===== config.mk =====
export PLATFORM = sky130hd
export DESIGN_NAME = ckhc_window
export DESIGN_NICKNAME = d
export VERILOG_FILES = /design/src/hw/rtl/ckhc_pkg.sv /design/src/hw/rtl/ckhc_window.sv
export SDC_FILE = /design/constraint.sdc
export NUM_CORES = 1
export LEC_CHECK = 0
export ABC_AREA = 1
export BUFFER_PORTS_ARGS = -buffer_cell sky130_fd_sc_hd__buf_4
export CORE_MARGIN = 2
export CORE_UTILIZATION = 60
export DETAILED_ROUTE_END_ITERATION = 12
export PLACE_DENSITY = 0.8
export SLEW_MARGIN = 20
export SYNTH_ARGS = -nofsm -noshare
export SYNTH_HDL_FRONTEND = slang
export SYNTH_SLANG_ARGS = --single-unit

===== constraint.sdc =====
create_clock -name clock -period 15.3 [get_ports clock]
set_input_delay 3.06 -clock clock [delete_from_list [all_inputs] [get_ports clock]]
set_output_delay 3.06 -clock clock [all_outputs]
set_load 0.05 [all_outputs]

===== src/hw/rtl/ckhc_pkg.sv =====
// ----------------------------------------------------------------------------
// ckhc_pkg: shared types and constants of the canonical k-mer hash counter
// Holds the field widths, the hash seed, the sequencer states and the
// window-to-engine request struct.
// ----------------------------------------------------------------------------
`default_nettype none

package ckhc_pkg;

   localparam int KMER_W   = 62;
   localparam int KLEN_W   = 5;
   localparam int CHAR_W   = 8;
   localparam int SLOT_W   = 12;
   localparam int OCC_W    = 8;
   localparam int PROBE_W  = 12;

   localparam logic [63:0]       HASH_SEED  = 64'd5381;
   localparam logic [CHAR_W-1:0] CHAR_N     = 8'h4E;
   localparam logic [OCC_W-1:0]  OCC_MAX    = 8'hFF;
   localparam logic [PROBE_W-1:0] PROBE_MAX = 12'hFFF;
   localparam int                HASH_BYTES = 8;

   typedef enum logic [2:0] {
      ST_IDLE,
      ST_HASH,
      ST_CLEAR,
      ST_READ,
      ST_CHECK,
      ST_DONE
   } state_type;

   // counted k-mer handed from the window to the table engine
   typedef struct packed {
      logic              valid;
      logic [KMER_W-1:0] kmer;
   } kmer_req_type;

   // one DJB step: h*33 + byte
   function automatic logic [63:0] djb_step(input logic [63:0] h,
                                            input logic [7:0] b);
      djb_step = (h << 5) + h + {56'd0, b};
   endfunction

endpackage

`default_nettype wire


===== src/hw/rtl/ckhc_window.sv =====
// ----------------------------------------------------------------------------
// ckhc_window: rolling forward / reverse-complement windows
// Updates the windows on each base and emits the canonical k-mer once the
// window is full and the k-mer is nonzero.
// ----------------------------------------------------------------------------
`default_nettype none

module ckhc_window
   import ckhc_pkg::*;
(
   input  wire logic              clock,
   input  wire logic              reset,
   input  wire logic              take,
   input  wire logic [CHAR_W-1:0] base_char,
   input  wire logic              record_start,
   input  wire logic [KLEN_W-1:0] kmer_length,
   output      kmer_req_type      kmer_req
);

   logic [KMER_W-1:0] fwd_ff, fwd_in, rev_ff, rev_in;
   logic [KLEN_W-1:0] fill_ff, fill_in;
   logic [KLEN_W-1:0] k_eff;
   logic [63:0]       kmask;
   logic [1:0]        code;
   logic [63:0]       rev_wide, ins;
   logic [KMER_W-1:0] canon;
   logic              clr;

   // window update
   always_comb begin
      clr      = record_start || (base_char == CHAR_N);
      k_eff    = (kmer_length == '0) ? KLEN_W'(1) : kmer_length;
      kmask    = (64'd1 << {k_eff, 1'b0}) - 64'd1;
      code     = base_char[2:1];
      ins      = {62'd0, code ^ 2'b10} << {(k_eff - KLEN_W'(1)), 1'b0};
      rev_wide = ({2'b00, rev_ff} >> 2) | ins;
      fwd_in   = fwd_ff;
      rev_in   = rev_ff;
      fill_in  = fill_ff;
      if (take) begin
         if (clr) begin
            fwd_in  = '0;
            rev_in  = '0;
            fill_in = '0;
         end else begin
            fwd_in  = KMER_W'((({2'b00, fwd_ff} << 2) | {62'd0, code}) & kmask);
            rev_in  = KMER_W'(rev_wide & kmask);
            fill_in = (fill_ff < k_eff) ? fill_ff + KLEN_W'(1) : k_eff;
         end
      end
      canon = (fwd_in > rev_in) ? rev_in : fwd_in;
   end

   always_ff @(posedge clock) begin
      if (reset) begin
         fwd_ff  <= '0;
         rev_ff  <= '0;
         fill_ff <= '0;
      end else begin
         fwd_ff  <= fwd_in;
         rev_ff  <= rev_in;
         fill_ff <= fill_in;
      end
   end

   // count request
   assign kmer_req.valid = take && !clr && (canon != '0) && (fill_in == k_eff);
   assign kmer_req.kmer  = canon;

endmodule

`default_nettype wire


==> impl_metrics.csv <==
group,metric,value,unit
status,status,"finished clean",
synth,ys_seq_area_frac,0.249,
die,die_w,135,um
die,pin_count,80,
clock_network,path_clk_slew,0.06,ns
synth,yosysTopAreaCellShare,0.249,
clock_network,clock_sinks,129,
global_routing,grt_usage,0.388,
clock_network,hold_buffers,0,
layout,nets,1891,
die,dieArea,18400,um2
clock_network,clk_latency,0.43,ns
clock_network,tritoncts,"built",
detailed_routing,finalWirelength,35400,um
timing,slew_headroom,0.326,
placed_design,dp.cells,2012,
timing,fin_crit_sh,0.831,
layout,fin_cells,2044,
global_routing,antenna_found_initial,0,
worst_setup_path,cp-start-kind,"input pin",
placed_design,io_buffer_count,79,
worst_setup_path,cp-endpoint,"kmer_req[62]",
detailed_routing,drcViolationCount,0,
detailed_routing,ant_nets,0,
worst_setup_path,required,12.24,ns
timing,setup-tns-final,0,ns
synth,async_flop_share,0,
worst_hold_path,worstHoldPathType,"reg -> reg",
clock_network,ctsResizeCount,0,
synth,synth_most_common_cell,"nand2_1",
clock_network,htreeDepth,4,
die,core-area,17100,um2
worst_setup_path,crit_start,"kmer_length[3]",
synth,ys_warn_count,0,
global_routing,gr-total-overflow,0,
synth,synth_area_leader_cell,"dfxtp_1",
global_routing,grt_start_max_net_pins,67,
worst_setup_path,cp_slowest_stage_delay,0.63,ns
worst_setup_path,rrSetupSlack,13.53,ns
synth,ys_ff_latch,129,
placed_design,place_hpwl,25900,um
placed_design,pre_cts_ws,2.95,ns
synth,ys.flop_type,"dfxtp_1",
detailed_routing,viasPerCell,5.76,
synth,synth_common_cells,"nand2_1 (491), nor2_1 (295), inv_1 (288), dfxtp_1 (129), nand3_1 (125)",
detailed_routing,drt_iter0_markers,1490,
timing,setup_slack,2.59,ns
clock_network,ctsRootBufferMaster,"clkbuf_16",
detailed_routing,vias,11800,
worst_setup_path,r2r_cells,9,
synth,syn_area,10400,um2
pwr,irDropWorstVdd,117,uV
timing,hold_violations,0,
timing,rsz0062_at_grt,"no",
layout,diodes,0,
clock_network,cts_setup_buffers,0,
layout,area_growth,12.2,%
die,start_util,0.606,
worst_setup_path,crit_path_top_delay_cell,"nand2_2",
global_routing,grt_pass1_vias,10600,
timing,timing.fmax,0.0787,GHz
layout,drive_above_1_share,0.103,
pwr,cellLeakagePower,6.46,nW
worst_setup_path,end_kind,"output pin",
worst_setup_path,r2r_start,"fill_ff[2]",
clock_network,clockBufferDepth,2,
synth,syn_avg_cell_area,5.85,um2
worst_setup_path,cp_max_fo,37,
detailed_routing,drt-wirelength-per-cell,17.3,um
global_routing,grt_first_pass_wirelength,55600,um
detailed_routing,drtPass1Iterations,6,
timing,min_period,12.71,ns
worst_setup_path,critPathKind,"in -> out",
synth,ys_top_cells_by_area,"dfxtp_1 (25%), nand2_1 (18%), nor2_1 (11%)",
timing,worst_pin_slew,0.999,ns
die,rows,48,
synth,syn_inst,1773,
synth,ys_types,47,
worst_setup_path,r2r_end,"fill_ff[0]",
synth,postSynthNetCount,1858,
placed_design,place_congestion,1.07,
worst_setup_path,timing.critical_path.mode_cell,"nand2_1",
worst_setup_path,cp.arrival,9.65,ns
timing,slew_viol_final,0,
timing,setup_violations,0,
job,drv_cap,0,
die,die-height,135,um
clock_network,cts_made_buffers,17,
timing,clock_skew,0.00816,ns
synth,synth_edf_count,0,
pwr,pwr_density_cell,107,nW/um2
[how the worst min path moves through the flow]
stage	startpoint	cells after the start	to
global placement	fwd_ff[44]	2	fwd_ff[44]
floorplan	fwd_ff[40]	2	fwd_ff[40]
global route	fwd_ff[44]	2	fwd_ff[44]
detailed placement	fwd_ff[44]	2	fwd_ff[44]
CTS	fwd_ff[44]	2	fwd_ff[44]
finish	fwd_ff[44]	2	fwd_ff[44]
[worst max-delay path: cells and delay by family]
| kind | cells | cell delay (ns) |
|---|---|---|
| and+or+nand+nor | 21 | 4.13 |
| buffers and inverters | 7 | 1.63 |
| adders and majority gates | 2 | 0.62 |
| AOI/OAI and AO/OA | 1 | 0.13 |
[cell usage in the layout, fill, tap and decap left out, types with 9 or more instances in the layout]
cell type	n
o21ai_0	43
ha_1	68
a22oi_1	17
o22ai_1	11
dfxtp_1	129
a21oi_1	64
a21oi_2	11
nand2_1	490
inv_1	287
inv_2	11
nor2_2	13
buf_4	87
clkbuf_16	17
nand3_1	125
nand3_2	9
o21ai_1	15
nand4_1	32
nor2_1	295
[through the flow]
stage	util	power (W)	hold WS, ns	instance area (um2)
floorplan	-	0.000655	0.467	10400
global placement	0.642	0.000775	0.481	11000
detailed placement	0.642	0.000777	0.486	11000
CTS	0.680	0.00123	0.498	11600
global route	0.680	0.00128	0.516	11600
finish	0.680	0.00124	0.504	11600
[logic make-up after synthesis]
family,count (synthesis),synth area share
AO/OA/AOI/OAI,197,0.115
flip-flops,129,0.249
adder cells (fa/ha/maj),68,0.0820
buffers and inverters,373,0.142
other,1,0.000362
AND/OR/NAND/NOR,1001,0.409
XOR/XNOR,4,0.00338
[final cells by class]
cell class | instances | area [um2]
fill | 1580 | 5480
inverter | 299 | 1120
clock buffer | 20 | 447
timing repair buffer | 88 | 673
multi-input combinational | 1271 | 6330
tap | 225 | 282
clock inverter | 12 | 205
sequential | 129 | 2580
[sequential cells by signal, indices dropped and copies added (netlist names)]
register  count
fill_ff       5
fwd_ff       62
rev_ff       62
[per-layer routing]
layer	wire, um	global-route usage	vias to the layer above
met3	3720	0.0845	132
met5	0	0	-
met4	1650	0.182	0
li1	-	-	5615
met2	15300	0.602	685
met1	14700	0.514	5335
[power breakdown]
group	total, W	leakage [nW]	internal, W	switching (W)
logic	0.000441	5.11	0.000111	0.000330
registers	0.000337	1.04	0.000337	0.000000630
clock network	0.000463	0.311	0.000295	0.000168
Power figures use the tool's default switching activity.
